## src/rtl/gmle_ram.sv

```systemverilog
// generic simple dual port ram, one write port and one registered read port
// depends on nothing
module gmle_ram #(
    parameter int WIDTH = 64,
    parameter int DEPTH = 16,
    parameter int AW    = (DEPTH > 1) ? $clog2(DEPTH) : 1
) (
    input  logic             clk,
    input  logic             we,
    input  logic [AW-1:0]    waddr,
    input  logic [WIDTH-1:0] wdata,
    input  logic [AW-1:0]    raddr,
    output logic [WIDTH-1:0] rdata
);

    logic [WIDTH-1:0] mem_reg [DEPTH];
    logic [WIDTH-1:0] rdata_reg;

    always_ff @(posedge clk)
    begin
        if (we)
        begin
            mem_reg[waddr] <= wdata;
        end
        rdata_reg <= mem_reg[raddr];
    end

    assign rdata = rdata_reg;

endmodule

```

## config.mk

```make
export PLATFORM = sky130hd
export DESIGN_NAME = gmle_ram
export DESIGN_NICKNAME = d
export VERILOG_FILES = /design/src/rtl/gmle_ram.sv
export SDC_FILE = /design/constraint.sdc
export NUM_CORES = 1
export LEC_CHECK = 0
export BUFFER_PORTS_ARGS = -buffer_cell sky130_fd_sc_hd__buf_2
export CORE_UTILIZATION = 37
export DETAILED_ROUTE_END_ITERATION = 8
export GPL_TIMING_DRIVEN = 0
export SLEW_MARGIN = 30
export SYNTH_ARGS = -nofsm -noshare
export SYNTH_HDL_FRONTEND = slang
export SYNTH_SLANG_ARGS = --single-unit
```

## constraint.sdc

```tcl
create_clock -name clk -period 16.05 [get_ports clk]
set_clock_uncertainty 0.1 [all_clocks]
set_input_delay 4.0125 -clock clk [delete_from_list [all_inputs] [get_ports clk]]
set_output_delay 4.0125 -clock clk [all_outputs]
set_load 0.005 [all_outputs]
```

==> results of run 1 <==
power breakdown:
group | switching (mW) | internal (mW) | leakage (nW) | total (mW)
Combinational | 0.175 | 0.125 | 3.78 | 0.300
Clock | 1.04 | 1.38 | 1.66 | 2.43
Sequential | 0.0175 | 3.18 | 9.79 | 3.19
metal layers:
metal / part of all wire (%) / vias up / GRT usage (%)
met4: 2.0 / 12 / 4.76
met3: 7.3 / 148 / 3.86
met5: 0.088 / - / 0
met1: 41 / 9796 / 22.7
met2: 50 / 643 / 28.3
li1: - / 7770 / -
worst reg2reg max path, stage by stage, from the launching register on:
cell and delay, ns:
edfxtp_1 0.37, mux4_2 0.49, a22oi_1 0.31, nand2_1 0.14
cell usage in the layout, fill, tap and decap left out, types with 15 or more instances in the layout:
| cell type | Yosys | layout |
|---|---|---|
| clkinv_1 | 0 | 22 |
| clkbuf_16 | 0 | 112 |
| dfxtp_1 | 64 | 64 |
| buf_4 | 6 | 50 |
| buf_1 | 16 | 15 |
| buf_6 | 13 | 18 |
| buf_16 | 0 | 44 |
| clkinv_2 | 0 | 21 |
| nand2_1 | 65 | 65 |
| clkbuf_1 | 36 | 62 |
| a22oi_1 | 128 | 128 |
| mux4_2 | 256 | 256 |
| edfxtp_1 | 1024 | 1024 |
| buf_2 | 13 | 149 |
through the flow:
step / utilization, % / instances / setup slack [ns] / area (sq um) / power (mW)
4_1_cts: 44.7 / 3472 / 10.23 / 47200 / 5.98
6_report: 44.7 / 3476 / 10.24 / 47200 / 5.92
3_3_place_gp: 39.7 / 3173 / 0.837 / 42000 / 3.54
5_1_grt: 44.7 / 3475 / 10.15 / 47200 / 6.11
3_5_place_dp: 41.4 / 3271 / 9.48 / 43800 / 3.56
2_1_floorplan: - / 1647 / 6.51 / 39600 / 3.41
logic make-up (layout without fill, tap and decap cells):
logic type | count (synthesis) | count (layout)
compound gates | 128 | 128
buf+inv | 84 | 518
flops | 1088 | 1088
mux | 256 | 256
other cells | 0 | 4
simple gates | 91 | 91
worst min-delay path by stage:
stage / startpoint / end / slack (ns)
5_1_grt: mem_reg[12][1] / rdata[1] / 0.61
2_1_floorplan: mem_reg[14][0] / rdata[0] / 0.53
6_report: mem_reg[14][1] / rdata[1] / 0.57
3_3_place_gp: mem_reg[14][0] / rdata[0] / 0.56
3_5_place_dp: mem_reg[14][1] / rdata[1] / 0.56
4_1_cts: mem_reg[15][63] / rdata[63] / 0.58
cell type report:
class / count / area [sq um] / share of cell area [%]
clock buffer: 141 / 2930 / 6.21
buffer: 84 / 454 / 0.962
sequential: 1088 / 32000 / 67.8
antenna: 4 / 10.0 / 0.0212
multi-input combinational: 475 / 7210 / 15.3
tap: 1391 / 1740 / 3.69
clock inverter: 60 / 467 / 0.988
timing repair buffer: 233 / 2370 / 5.02
==> results.py, run 1 <==
metrics = {
    "outcome": {
        "status": "finished, violations left",
        "violations": "DRC",
    },
    "critical_path": {
        "cp_num_cells": 8,
        "cpMaxStageDelayCell": "nor3_2",
        "timing.critical_path.required_ns": 16.33,
        "startpoint": "waddr[2]",
        "crit_family": "buffers and inverters",
        "crit_path_start_kind": "input port",
        "crit_path_end_kind": "flop",
        "cp_cell_sequence": "buf_2, nand3b_1, nor3_2, buf_4, buf_4, buf_6, buf_4, buf_4",
        "cp_num_buf_inv": 6,
        "cp_common_cell": "buf_4",
        "rr_worst_depth": 3,
        "crit_type": "input port to flop",
        "worstReg2RegEnd": "rdata[3]",
        "crit_path_end": "mem_reg[8][52]",
        "r2r-start": "mem_reg[2][3]",
        "reg2reg_setup_slack_ns": 14.49,
        "critPathMaxStageDelay_ns": 0.53,
        "path_max_fanout": 7,
        "arrival_ns": 6.09,
    },
    "place": {
        "hpwl_um": 59500,
        "portBuffers": 135,
        "place.gp.congestion": 0.703,
    },
    "timing": {
        "rsz0062_at_grt": "no",
        "hold_ws_ns": 0.574,
        "tightest_slew_ns": 1.00,
        "tns_ns": 0,
        "relSlewSlack_pct": 33.1,
        "slew_violations": 0,
        "finalHoldViolCount": 0,
        "fmax_mhz": 172,
        "fin_crit_sh_pct": 36.2,
        "post-route-min-period_ns": 5.81,
        "setup_violations": 0,
    },
    "drt": {
        "vias_per_cell": 5.28,
        "drt_pass1_iterations": 7,
        "drc": 14,
        "vias": 18400,
        "wl_per_cell_um": 26.3,
        "ant_nets": 0,
        "drt-total-wl_um": 91500,
        "drt_iter0_drc": 1850,
    },
    "synthesis": {
        "synth_mux_area_share_pct": 14.6,
        "synthCells": 1647,
        "yosysTopAreaCell": "edfxtp_1",
        "ys_seq_elements": 1088,
        "synth_xor_area_share_pct": 0,
        "synth-main-ff-cell": "edfxtp_1",
        "yosys.area_share.simple_pct": 0.942,
        "synth_top_family_by_area": "multiplexers",
        "synthAdderAreaFrac_pct": 0,
        "ys_types": 18,
        "syn-num-nets": 1721,
        "synth-compound-area-share_pct": 2.43,
        "yosys-top-cells-count": "edfxtp_1 (1024), mux4_2 (256), a22oi_1 (128)",
        "syn_avg_cell_area_sq_um": 24.0,
        "synth_edf_count": 1024,
        "yosysSeqAreaShare_pct": 80.9,
        "ys_top_cells_by_area": "edfxtp_1 (78%), mux4_2 (15%), dfxtp_1 (3.2%), a22oi_1 (2.4%), nand2_1 (0.62%)",
        "yosysWarningCount": 0,
        "synthArstFlopShare_pct": 0,
        "netlist_area_sq_um": 39600,
        "yosysMostFrequentCell": "edfxtp_1",
        "synth_top_area_share_pct": 77.7,
    },
    "final_layout": {
        "fin_nets": 2065,
        "drive_above_1_share_pct": 33.3,
        "fillers": 8809,
        "largest_register_ffs": 1024,
        "synthToLayoutAreaGrowth_pct": 19.3,
    },
    "pwr": {
        "pwr_density_cell_nw_per_um2": 125,
        "peakVddDrop_v": 0.0000813,
        "power_leakage_nw": 15.2,
    },
    "clock_tree": {
        "clockRootBuffer": "clkbuf_16",
        "clk_pin_slew_ns": 0.06,
        "cts_max_path_buffers": 3,
        "cts_made_buffers": 109,
        "htreeDepth": 3,
        "post_cts_buffers": 0,
        "cts_resized": 0,
        "insertion_delay_ns": 0.68,
        "cts_tree": "built",
        "cts_sinks": 1088,
        "hold_buffers": 0,
    },
    "floorplan": {
        "pin_count": 138,
        "initial_utilization_pct": 37.4,
        "rows": 119,
        "dieArea_sq_um": 108000,
        "core-area_sq_um": 106000,
        "die_height_um": 329,
        "fp.dieW_um": 329,
    },
    "grt": {
        "globalRouteOverflowTotal": 0,
        "grt_first_pass_wirelength_um": 133000,
        "grt_pass1_vias": 19600,
        "antenna_found_initial": 16,
        "grt_max_degree": 19,
        "grt_usage_pct": 17.1,
    },
    "hold_path": {
        "hp-class": "flop to flop",
        "hold_path_depth": 3,
    },
    "run": {
        "cap_viol_max_count": 0,
    },
}
(Power assumes the default switching activity.)
==> inputs of run 2 (changes only) <==
Clock period 16.05 ns to 5.62 ns, I/O delays scaled along.
==> run 2 against run 1 <==
Against the previous run: the run still ends with DRC left; register-to-register slack worse by 10 ns; sequential share of layout area down 0.54 points; critical path depth fell by 2; global-route usage shrank 0.075 points; count of clock-buffer cells in the layout grew 6; sequential power rose to 2.9 times the previous value; worst hold slack got worse by 0.0049 ns; sequential cell count did not move; critical path type unchanged; cell area up 0.80%; die area did not move; non-clock buffer count shrank 15; combinational power rose to 2.9 times the previous value; largest cell class unchanged.
==> results.py, run 2 (synthesis results as in run 1) <==
metrics = {
    "pwr": {
        "switching_share_pct": 20.5,
        "pwr-share-clk_pct": 42.4,
        "pwr-share-comb_pct": 5.0,
        "power_leakage_nw": 15.3,
        "pwr_density_cell_nw_per_um2": 364,
        "sequentialPowerShare_pct": 52.7,
        "peakVddDrop_v": 0.000265,
        "p_sw_mw": 3.54,
        "internal_power_mw": 13.8,
        "power_mw": 17.3,
    },
    "clock_tree": {
        "post_cts_buffers": 0,
        "insertion_delay_ns": 0.67,
        "htreeDepth": 3,
        "hold_buffers": 0,
        "cts_sinks": 1088,
        "cts_tree": "built",
        "cts_resized": 0,
        "cts_max_path_buffers": 3,
        "clk_pin_slew_ns": 0.06,
        "clockRootBuffer": "clkbuf_16",
        "cts_made_buffers": 110,
    },
    "place": {
        "portBuffers": 135,
        "hpwl_um": 59500,
        "dp_slack_ns": 1.86,
        "place.gp.congestion": 0.708,
        "placed_area_sq_um": 44000,
        "dpl.cell_count": 3256,
    },
    "outcome": {
        "violations": "DRC",
        "status": "finished, violations left",
    },
    "final_layout": {
        "final_cell_area_sq_um": 47600,
        "register_area_sq_um": 32000,
        "layout_common_cells": "edfxtp_1 (1024), mux4_2 (256), buf_2 (149), a22oi_1 (128), clkbuf_16 (113)",
        "drive_above_1_share_pct": 33.0,
        "largest_register_ffs": 1024,
        "multiInputGateArea_sq_um": 7240,
        "fin_nets": 2051,
        "post-route-util_pct": 45.0,
        "layout.cells.non_filler": 3465,
        "synthToLayoutAreaGrowth_pct": 20.2,
        "fillers": 8788,
        "final_common_cell": "edfxtp_1",
    },
    "drt": {
        "wl_met1_um": 38400,
        "drc": 12,
        "top_layer": "met5",
        "dr_wl_met2_um": 43900,
        "wl_per_cell_um": 26.4,
        "drt-total-wl_um": 91400,
        "vias": 18400,
        "drt_iter0_drc": 2081,
        "met3_wirelength_um": 7230,
        "vias_per_cell": 5.32,
        "ant_nets": 0,
        "drt_pass1_iterations": 7,
    },
    "critical_path": {
        "reg2reg_setup_slack_ns": 4.05,
        "crit_path_end_kind": "flop",
        "startpoint": "waddr[2]",
        "crit_type": "input port to flop",
        "rr_worst_depth": 3,
        "crit_path_end": "mem_reg[0][61]",
        "crit_path_start_kind": "input port",
        "arrival_ns": 3.37,
        "timing.critical_path.required_ns": 5.88,
        "path_max_fanout": 9,
        "worstReg2RegEnd": "rdata[62]",
        "r2r-start": "mem_reg[3][62]",
    },
    "run": {
        "cap_viol_max_count": 0,
    },
    "timing": {
        "rsz0062_at_grt": "no",
        "relSlewSlack_pct": 36.5,
        "hold_ws_ns": 0.569,
        "finalHoldViolCount": 0,
        "fin_crit_sh_pct": 55.2,
        "post-route-min-period_ns": 3.10,
        "slew_violations": 0,
        "fmax_mhz": 322,
        "worst_slack_ns": 2.52,
        "tightest_slew_ns": 0.953,
        "tns_ns": 0,
        "setup_violations": 0,
    },
    "grt": {
        "grt_max_degree": 20,
        "antenna_found_initial": 16,
        "globalRouteOverflowTotal": 0,
        "grt_first_pass_wirelength_um": 133000,
        "grt_usage_pct": 17.0,
        "grt_pass1_vias": 19400,
    },
    "floorplan": {
        "initial_utilization_pct": 37.4,
        "die_height_um": 329,
        "dieArea_sq_um": 108000,
        "pin_count": 138,
        "fp.dieW_um": 329,
        "rows": 119,
        "core-area_sq_um": 106000,
    },
    "hold_path": {
        "hp-class": "flop to flop",
    },
}
-- run 2: cell types whose count changed in the layout (fill, tap and decap cells not counted), sizes merged --
| cell | previous run | this run |
|---|---|---|
| buf | 281 | 266 |
| clkinv | 45 | 40 |
| clkbuf | 177 | 183 |
| clkinvlp | 4 | 1 |
| bufinv | 6 | 13 |
| diode | 4 | 3 |
-- run 2: how the worst min path moves through the flow --
stage / startpoint / endpoint / slack (ns) / cells after the start
3_3_place_gp: mem_reg[14][54] / rdata[54] / 0.56 / 3
4_1_cts: mem_reg[12][5] / rdata[5] / 0.57 / 3
6_report: mem_reg[14][40] / rdata[40] / 0.57 / 3
5_1_grt: mem_reg[14][63] / rdata[63] / 0.59 / 3
2_1_floorplan: mem_reg[14][0] / rdata[0] / 0.53 / 3
3_5_place_dp: mem_reg[14][40] / rdata[40] / 0.56 / 3
-- run 2: layout make-up --
cell class / instances / area share, %
clock inverters: 59 / 1.32
clock buffers: 147 / 6.31
well taps: 1391 / 3.66
multi-input cells: 475 / 15.2
flip-flops and latches: 1088 / 67.3
plain buffers: 84 / 0.954
repair buffers: 218 / 5.23
diodes: 3 / 0.0158
-- run 2: power by group through the flow --
stage	clock [mW]	sequential, mW	combinational [mW]
final	7.33	9.12	0.862
after global routing	7.78	9.13	0.931
after CTS	7.48	9.12	0.883
after detailed placement	0	9.29	0.882
after global placement	0	9.30	0.804
after floorplan	0	9.29	0.432
-- run 2: worst max-delay path, cell delays in order --
cell and delay (ns):
buf_2 0.12, or3b_2 0.60, nor3_4 0.62, buf_8 0.25
buf_8 0.18, buf_6 0.17
-- run 2: per-layer routing --
metal | vias to the layer above | track usage [%]
li1 | 7755 | -
met5 | - | 0
met2 | 670 | 27.0
met1 | 9862 | 23.8
met3 | 141 | 3.88
met4 | 14 | 4.29
