===== src/rtl/gmle_div.sv =====
// constant divider for the codeword column split, by reciprocal multiply
// quotient is registered on start, remainder comes from the registered quotient
// depends on nothing
module gmle_div #(
    parameter int DV_W    = 11,
    parameter int Q_W     = 5,
    parameter int R_W     = 6,
    parameter int DIVISOR = 64
) (
    input  logic            clk,
    input  logic            rst_n,
    input  logic            start,
    input  logic [DV_W-1:0] dividend,
    output logic            done,
    output logic [Q_W-1:0]  quot,
    output logic [R_W-1:0]  rem
);

    localparam int L_SH = (DIVISOR > 1) ? $clog2(DIVISOR) : 0;
    localparam int S_SH = DV_W + L_SH;
    localparam int P_W  = 2 * DV_W + 1;
    localparam longint unsigned RECIP =
        ((64'd1 << S_SH) + 64'(DIVISOR) - 64'd1) / 64'(DIVISOR);

    logic [P_W-1:0]  prod;
    logic [DV_W-1:0] back;
    logic [DV_W-1:0] dvd_reg;
    logic [Q_W-1:0]  quot_reg;
    logic            done_reg;

    // rounded-up reciprocal is exact for every dividend below 2**DV_W
    assign prod = P_W'(dividend) * P_W'(RECIP);
    assign back = DV_W'(32'(quot_reg) * DIVISOR);

    always_ff @(posedge clk or negedge rst_n)
    begin
        if (!rst_n)
        begin
            done_reg <= 1'b0;
        end
        else
        begin
            done_reg <= start;
        end
    end

    always_ff @(posedge clk)
    begin
        if (start)
        begin
            dvd_reg  <= dividend;
            quot_reg <= Q_W'(prod >> S_SH);
        end
    end

    assign done = done_reg;
    assign quot = quot_reg;
    assign rem  = R_W'(dvd_reg - back);

endmodule


===== config.mk =====
export PLATFORM = sky130hd
export DESIGN_NAME = gmle_div
export DESIGN_NICKNAME = d
export VERILOG_FILES = /design/src/rtl/gmle_div.sv
export SDC_FILE = /design/constraint.sdc
export NUM_CORES = 1
export LEC_CHECK = 0
export ABC_AREA = 1
export ABC_CLOCK_PERIOD_IN_PS = 800
export BUFFER_PORTS_ARGS = -buffer_cell sky130_fd_sc_hd__buf_2
export CAP_MARGIN = 20
export CORE_AREA = 8 8 45 47
export CTS_BUF_LIST = sky130_fd_sc_hd__clkbuf_4 sky130_fd_sc_hd__clkbuf_8
export DETAILED_ROUTE_END_ITERATION = 12
export DIE_AREA = 0 0 53 55
export SLEW_MARGIN = 20
export SYNTH_ARGS = -nofsm -noshare
export SYNTH_HDL_FRONTEND = slang
export SYNTH_SLANG_ARGS = --single-unit
export TNS_END_PERCENT = 100

===== constraint.sdc =====
create_clock -name clk -period 0.8 [get_ports clk]
set_clock_uncertainty 0.15 [all_clocks]
set_input_delay 0.04 -clock clk [delete_from_list [all_inputs] [get_ports clk]]
set_output_delay 0.04 -clock clk [all_outputs]
set_load 0.005 [all_outputs]

==> impl_metrics.py, run 1 <==
metrics = {
    "outcome": {
        "status": "finished with violations",
        "violated_checks": "negative hold slack, negative setup slack",
    },
    "layout": {
        "mostFrequentLayoutCells": "buf_2 (25), edfxtp_1 (11), dlygate4sd3_1 (7), clkbuf_4 (4), dfrtp_1 (1)",
        "stdcell_count": 64,
        "fraction_of_layout_instances_using_a_drive_strength_above_1": 0.604,
        "multiInputGateArea_sq_um": 0,
        "multi_input_gates": 0,
        "areaGrowthSynthToFinish_pct": 69.0,
        "largest_register_ffs": 6,
        "final_common_cell": "buf_2",
        "post_layout_nets": 63,
        "num_antenna_cells": 0,
        "final-seq-area_sq_um": 355,
        "num-fill-cells": 141,
        "stdcell_area_sq_um": 601,
        "layout.core_utilization": 0.434,
    },
    "timing": {
        "setup_violations": 17,
        "tightest_slew_ns": 0.253,
        "fin_tns_setup_ns": -1.67,
        "hold_slack_ns": -0.194,
        "timing_hold_violations_final": 7,
        "period_needed_ns": 0.955,
        "fmaxAchievable_mhz": 1050,
        "grt_setup_unrepaired": "true",
        "final-max-slew-violation-count": 0,
        "finalCritPeriodShare": 1.19,
        "max-slew-margin-rel": 0.832,
        "final_setup_slack_of_the_worst_path_ns": -0.155,
    },
    "worst_setup_path": {
        "crit_path_cell_trace": "buf_2",
        "required_ns": 0.61,
        "number_of_stages_on_the_worst_setup_path": 1,
        "cp_top_family": "flip-flops",
        "capture_point_of_the_worst_path": "rem[4]",
        "critPathCaptureType": "primary output",
        "crit_buf_inv": 1,
        "slowest_stage": "edfxtp_1",
        "critical_path.max_stage_delay_ns": 0.37,
        "timing_worst_setup_path_type": "flip-flop to primary output",
        "setup.worst_path.start_class": "flip-flop",
        "setup.worst_path.start": "dvd_reg[4]",
        "timing.critical_path.fanout_max": 1,
        "timing.critical_path.arrival_ns": 0.77,
    },
    "drt": {
        "routed-via-count": 245,
        "vias_per_cell": 3.83,
        "final_antenna_net_count": 0,
        "wl_microns": 759,
        "detailedRoute.firstIterationViolations": 2,
        "average_routed_wire_per_standard_cell_microns": 11.9,
        "drt_first_pass_iters": 2,
        "drcViolationCount": 0,
    },
    "grt": {
        "grt_overflow_total": 0,
        "largest_net_degree_at_the_start_of_global_routing": 13,
        "first_global_vias": 268,
        "grt_use_total": 0.0549,
        "number_of_antenna_violations_at_the_first_check_in_global_routing": 0,
        "grt_first_pass_wirelength_microns": 1070,
    },
    "clocking": {
        "tritoncts": "built",
        "clock_tree.buffer_depth": 2,
        "number_of_gates_resized_after_cts": 0,
        "maximum_level_of_the_cts_h_tree": 1,
        "clock-sinks": 12,
        "post_cts.repair.setup_buffers": 0,
        "clockRootBuffer": "clkbuf_4",
        "clk_pin_slew_ns": 0.06,
        "cts-buffers-inserted": 3,
    },
    "place": {
        "io_buffers": 25,
        "dpl_cell_area_sq_um": 500,
        "gpl.final_weighted_congestion": 0.570,
        "placed_cells": 53,
        "dp_slack_ns": 0.0340,
    },
    "pwr": {
        "totalPowerFinal_mw": 1.27,
        "power.switching_fraction": 0.182,
        "leakagePower_nw": 0.265,
        "switching_power_mw": 0.230,
        "clockPowerShare": 0.317,
        "p_per_area_mw_per_mm2": 2110,
        "seq_power_share": 0.589,
        "power_report.internal_total_mw": 1.04,
        "vdd.ir_drop.worst_v": 0.000925,
        "comb_power_share": 0.094,
    },
    "synthesis": {
        "synth_cell_types": 2,
        "yosys_warnings": 0,
        "syn-mean-instance-area_sq_um": 29.6,
        "syn_nets": 26,
        "synth.cell_area_sq_um": 355,
        "ys_seq_area_frac": 1.00,
        "yosys_register_bits": 12,
        "synthCells": 12,
    },
    "die": {
        "die-width_microns": 53,
        "initial_utilization": 0.257,
        "die_outline_area_sq_mm": 0.00292,
        "fp.coreArea_sq_mm": 0.00138,
        "core.rowCount": 14,
        "die_h_microns": 55,
        "io_pins": 26,
    },
    "worst_hold_path": {
        "min-delay-path-class": "primary input to flip-flop",
    },
    "job": {
        "drv_cap": 0,
    },
}
-- cell families (layout without fill, tap and decap cells) --
family | count (synthesis) | count (layout) | share of synthesized area
DFF | 12 | 12 | 1.00
buffers and inverters | 0 | 36 | 0
-- cells in the mapped netlist --
cell	n	area (sq um)
edfxtp_1	11	330
dfrtp_1	1	25.0
-- routing by layer --
layer  vias up  global-route usage  routed length [microns]
met2         8               0.107                      484
met4         0              0.0517                        6
met5         -                   0                        0
li1        120                   -                        -
met1       115              0.0332                      193
met3         2              0.0294                       74
-- repair_timing --
action                                  CTS  global route
endpoints found under the setup margin   12            12
pin swaps                                 0             0
hold buffers                              3             4
endpoints found under the hold margin    13            17
-- power by group through the flow --
| stage | registers, mW | clock network (mW) | logic, mW |
|---|---|---|---|
| after global routing | 0.752 | 0.454 | 0.130 |
| after detailed placement | 0.761 | 0 | 0.0968 |
| after CTS | 0.747 | 0.421 | 0.108 |
| after global placement | 0.759 | 0 | 0.0948 |
| after floorplan | 0.771 | 0 | 0 |
| final | 0.746 | 0.402 | 0.119 |
-- worst min-delay path by stage --
stage / from / end / cells after the start
3_5_place_dp: rst_n / done / 1
4_1_cts: dividend[0] / dvd_reg[0] / 1
6_report: dividend[6] / quot[0] / 1
2_1_floorplan: rst_n / done / 0
3_3_place_gp: rst_n / done / 1
5_1_grt: dividend[1] / dvd_reg[1] / 1
-- area by class of cell --
| type | instances | share of cell area |
|---|---|---|
| clock buffers | 4 | 0.0500 |
| repair buffers | 32 | 0.325 |
| flip-flops and latches | 12 | 0.592 |
| well taps | 16 | 0.0333 |
No activity file was read; power rests on OpenSTA's default activity.
==> run 2: changes to the inputs <==
- CORE_AREA: 8 8 45 47 -> 2 2 39 41
- CTS_CLUSTER_SIZE: unset -> 14
- DIE_AREA: 0 0 53 55 -> 0 0 41 43
- SETUP_SLACK_MARGIN: unset -> 0.4
==> run 2 against run 1 <==
Effect of this change:
- the flow still finishes with violations (negative hold slack, negative setup slack)
- first-iteration DRC count increased by 50%
- largest cell class unchanged
- setup slack got worse by 0.0040 ns
- design area decreased by 9.6%
- highest routed layer is now met3
==> impl_metrics.py, run 2 (synthesized netlist as in run 1, its figures left out) <==
metrics = {
    "worst_setup_path": {
        "crit_buf_inv": 1,
        "critPathCaptureType": "primary output",
        "critical_path.max_stage_delay_ns": 0.37,
        "required_ns": 0.61,
        "timing.critical_path.fanout_max": 1,
        "slowest_stage": "edfxtp_1",
        "setup.worst_path.start_class": "flip-flop",
        "cp_top_family": "flip-flops",
        "crit_path_cell_trace": "buf_2",
        "timing_worst_setup_path_type": "flip-flop to primary output",
        "timing.critical_path.arrival_ns": 0.77,
    },
    "grt": {
        "grt_overflow_total": 0,
        "first_global_vias": 223,
        "grt_use_total": 0.0820,
        "grt_first_pass_wirelength_microns": 890,
        "number_of_antenna_violations_at_the_first_check_in_global_routing": 0,
        "largest_net_degree_at_the_start_of_global_routing": 13,
    },
    "clocking": {
        "clock_tree.buffer_depth": 2,
        "cts-buffers-inserted": 3,
        "maximum_level_of_the_cts_h_tree": 1,
        "clock-sinks": 12,
        "post_cts.repair.setup_buffers": 0,
        "cts_hold_buffers": 1,
        "tritoncts": "built",
        "clockRootBuffer": "clkbuf_4",
        "clk_pin_slew_ns": 0.07,
    },
    "die": {
        "die-width_microns": 41,
        "fp.coreArea_sq_mm": 0.00138,
        "initial_utilization": 0.257,
        "die_outline_area_sq_mm": 0.00176,
        "die_h_microns": 43,
        "core.rowCount": 14,
        "io_pins": 26,
    },
    "layout": {
        "layout.core_utilization": 0.392,
        "areaGrowthSynthToFinish_pct": 52.8,
        "final_common_cell": "buf_2",
        "post_layout_nets": 57,
        "fraction_of_layout_instances_using_a_drive_strength_above_1": 0.690,
        "mostFrequentLayoutCells": "buf_2 (24), edfxtp_1 (11), clkbuf_4 (4)",
        "largest_register_ffs": 6,
        "num-fill-cells": 127,
        "num_antenna_cells": 0,
        "multiInputGateArea_sq_um": 0,
        "multi_input_gates": 0,
    },
    "pwr": {
        "vdd.ir_drop.worst_v": 0.000855,
        "totalPowerFinal_mw": 1.25,
        "leakagePower_nw": 0.241,
        "p_per_area_mw_per_mm2": 2290,
    },
    "outcome": {
        "violated_checks": "negative hold slack, negative setup slack",
        "status": "finished with violations",
    },
    "place": {
        "dp_slack_ns": 0.0340,
        "io_buffers": 25,
        "gpl.final_weighted_congestion": 0.570,
    },
    "job": {
        "drv_cap": 0,
    },
    "drt": {
        "routed-via-count": 223,
        "wl_microns": 598,
        "detailedRoute.firstIterationViolations": 3,
        "average_routed_wire_per_standard_cell_microns": 10.3,
        "final_antenna_net_count": 0,
        "drcViolationCount": 0,
        "vias_per_cell": 3.84,
        "drt_first_pass_iters": 2,
    },
    "worst_hold_path": {
        "timing.hold.worst_path_depth": 1,
        "min-delay-path-class": "primary input to flip-flop",
        "start_point_of_the_worst_hold_path": "dividend[4]",
        "worst_hold_path.endpoint": "dvd_reg[4]",
    },
    "timing": {
        "period_needed_ns": 0.959,
        "finalCritPeriodShare": 1.20,
        "grt_setup_unrepaired": "true",
        "hold_slack_ns": -0.204,
        "max-slew-margin-rel": 0.904,
        "tightest_slew_ns": 0.144,
        "setup_violations": 12,
        "final_setup_slack_of_the_worst_path_ns": -0.159,
        "fmaxAchievable_mhz": 1040,
        "timing_hold_violations_final": 24,
        "final-max-slew-violation-count": 0,
    },
}
-- run 2: cell count changes in the layout (fill, tap and decap cells not counted), sizes merged --
cell         previous run  this run
dlygate4sd3             7         1
-- run 2: area by class of cell --
class | count | area (sq um) | area share
clock buffers | 4 | 30.0 | 0.0553
repair buffers | 26 | 138 | 0.253
flip-flops and latches | 12 | 355 | 0.654
well taps | 16 | 20.0 | 0.0369
-- run 2: through the flow --
stage	cells	TNS (ns)	instance area [sq um]
final	58	-1.68	543
after floorplan	12	0	355
after global routing	58	-2.17	543
after detailed placement	53	0	500
after CTS	58	-1.90	543
after global placement	53	0	500
-- run 2: layer usage --
metal  up-vias  global-route usage  routed length (microns)
met3         0              0.0366                       80
li1        107                   -                        -
met4         0              0.0600                        0
met2        14               0.134                      343
met5         -                   0                        0
met1       102              0.0722                      174
-- run 2: how the worst max path moves through the flow --
| stage | cells past startpoint | start | end |
|---|---|---|---|
| floorplan | 0 | quot[0] | quot[0] |
| global placement | 1 | start | dvd_reg[4] |
| detailed placement | 1 | start | dvd_reg[4] |
| CTS | 1 | dvd_reg[1] | rem[1] |
| global route | 1 | dvd_reg[2] | rem[2] |
| finish | 1 | quot[2] | quot[2] |
-- run 2: report_power, final --
group | total, mW | internal (mW) | leakage (nW) | switching, mW
Sequential | 0.747 | 0.737 | 0.119 | 0.0100
Clock | 0.404 | 0.227 | 0.0184 | 0.177
Combinational | 0.0947 | 0.0556 | 0.103 | 0.0391
-- run 2: what timing repair did --
item                                    in CTS  in global routing
endpoints found under the hold margin       24                 24
pin swaps                                    0                  0
endpoints found under the setup margin      23                 12
gates resized for setup                      1                  0
gates cloned                                 0                  0
==> run 3: changes to the inputs <==
- ABC_CLOCK_PERIOD_IN_PS: 800 -> 900
- SETUP_SLACK_MARGIN: 0.4 -> unset
- clock period: 0.8 -> 0.9 ns (I/O delays scaled with it)
==> run 3 against run 2 <==
Effect of this change:
- total power fell by 7.5%
- first-iteration DRC count rose by 33%
- critical path depth did not move
- largest cell class unchanged
- highest routed layer unchanged
- critical path type unchanged
- sequential share of layout area fell by 12 points
- clock power fell by 10%
- sequential power fell by 11%
- the run ends with negative setup slack left
==> impl_metrics.py, run 3 (synthesized netlist as in run 1, its figures left out) <==
metrics = {
    "timing": {
        "setup_violations": 12,
        "max-slew-margin-rel": 0.834,
        "tightest_slew_ns": 0.249,
        "grt_setup_unrepaired": "true",
        "fmaxAchievable_mhz": 1030,
        "period_needed_ns": 0.970,
        "hold_slack_ns": 0.00732,
        "fin_tns_setup_ns": -0.560,
        "timing_hold_violations_final": 0,
        "finalCritPeriodShare": 1.08,
        "final_setup_slack_of_the_worst_path_ns": -0.0700,
        "final-max-slew-violation-count": 0,
    },
    "drt": {
        "wl_microns": 661,
        "vias_per_cell": 3.77,
        "detailedRoute.firstIterationViolations": 4,
        "routed-via-count": 268,
        "average_routed_wire_per_standard_cell_microns": 9.31,
        "drt_first_pass_iters": 3,
        "drcViolationCount": 0,
        "final_antenna_net_count": 0,
    },
    "clocking": {
        "clockRootBuffer": "clkbuf_4",
        "clk_pin_slew_ns": 0.07,
        "cts-buffers-inserted": 3,
        "clock-sinks": 12,
        "number_of_gates_resized_after_cts": 0,
        "maximum_level_of_the_cts_h_tree": 1,
        "post_cts.repair.setup_buffers": 0,
        "tritoncts": "built",
        "clock_tree.buffer_depth": 2,
    },
    "layout": {
        "num_antenna_cells": 0,
        "multi_input_gates": 0,
        "fraction_of_layout_instances_using_a_drive_strength_above_1": 0.527,
        "areaGrowthSynthToFinish_pct": 88.7,
        "layout.core_utilization": 0.485,
        "stdcell_area_sq_um": 671,
        "mostFrequentLayoutCells": "buf_2 (25), dlygate4sd3_1 (14), edfxtp_1 (11), clkbuf_4 (4), dfrtp_1 (1)",
        "post_layout_nets": 70,
        "final_common_cell": "buf_2",
        "multiInputGateArea_sq_um": 0,
        "largest_register_ffs": 6,
    },
    "outcome": {
        "violated_checks": "negative setup slack",
        "status": "finished with violations",
    },
    "worst_hold_path": {
        "min-delay-path-class": "primary input to flip-flop",
        "timing.hold.worst_path_depth": 1,
        "start_point_of_the_worst_hold_path": "start",
    },
    "worst_setup_path": {
        "required_ns": 0.70,
        "cp_top_family": "flip-flops",
        "number_of_stages_on_the_worst_setup_path": 1,
        "timing_worst_setup_path_type": "flip-flop to primary output",
        "critical_path.max_stage_delay_ns": 0.37,
        "setup.worst_path.start_class": "flip-flop",
        "crit_buf_inv": 1,
        "timing.critical_path.fanout_max": 1,
        "slowest_stage": "edfxtp_1",
        "crit_path_cell_trace": "buf_2",
        "setup.worst_path.start": "quot[2]",
        "timing.critical_path.arrival_ns": 0.78,
        "critPathCaptureType": "primary output",
    },
    "pwr": {
        "leakagePower_nw": 0.295,
        "vdd.ir_drop.worst_v": 0.000779,
        "p_per_area_mw_per_mm2": 1720,
    },
    "place": {
        "gpl.final_weighted_congestion": 0.570,
        "io_buffers": 25,
        "dpl_cell_area_sq_um": 500,
    },
    "die": {
        "die-width_microns": 41,
        "die_h_microns": 43,
        "fp.coreArea_sq_mm": 0.00138,
        "core.rowCount": 14,
        "io_pins": 26,
        "die_outline_area_sq_mm": 0.00176,
        "initial_utilization": 0.257,
    },
    "grt": {
        "grt_first_pass_wirelength_microns": 1010,
        "first_global_vias": 272,
        "number_of_antenna_violations_at_the_first_check_in_global_routing": 0,
        "largest_net_degree_at_the_start_of_global_routing": 13,
        "grt_use_total": 0.0902,
        "grt_overflow_total": 0,
    },
    "job": {
        "drv_cap": 0,
    },
}
run 3: path summary, 6_finish.rpt:
check | to | slack, ns
max in group asynchronous | done | 0.05
hold / removal | quot[2] | 0.007
setup / recovery | quot[2] | -0.07
min in group asynchronous | done | 0.47
run 3: layout make-up:
| type | count | area, sq um |
|---|---|---|
| sequential | 12 | 355 |
| fill | 118 | 713 |
| clock buffer | 4 | 30.0 |
| timing repair buffer | 39 | 265 |
| tap | 16 | 20.0 |
run 3: routing by layer:
layer | global-route usage | up-vias | share of wire
li1 | - | 132 | -
met1 | 0.0859 | 122 | 0.35
met2 | 0.150 | 14 | 0.56
met3 | 0.0314 | 0 | 0.097
met4 | 0.0600 | 0 | 0
met5 | 0 | - | 0
run 3: report_power, final:
part / total [mW] / internal, mW / switching (mW) / leakage [nW]
combinational: 0.126 / 0.0845 / 0.0412 / 0.157
clock: 0.363 / 0.201 / 0.161 / 0.0184
sequential: 0.664 / 0.655 / 0.00897 / 0.119
run 3: what timing repair did:
item                       in CTS  in global routing
hold endpoints to repair       13                  1
hold buffers                   14                  1
pin swaps                       0                  0
setup endpoints to repair      12                 13
run 3: through the flow:
stage          worst slack [ns]  instances  power (mW)
6_report                -0.0700         71        1.15
5_1_grt                  -0.103         71        1.21
4_1_cts                 -0.0820         71        1.17
3_5_place_dp              0.129         53       0.760
3_3_place_gp              0.144         53       0.756
2_1_floorplan             0.350         12       0.685
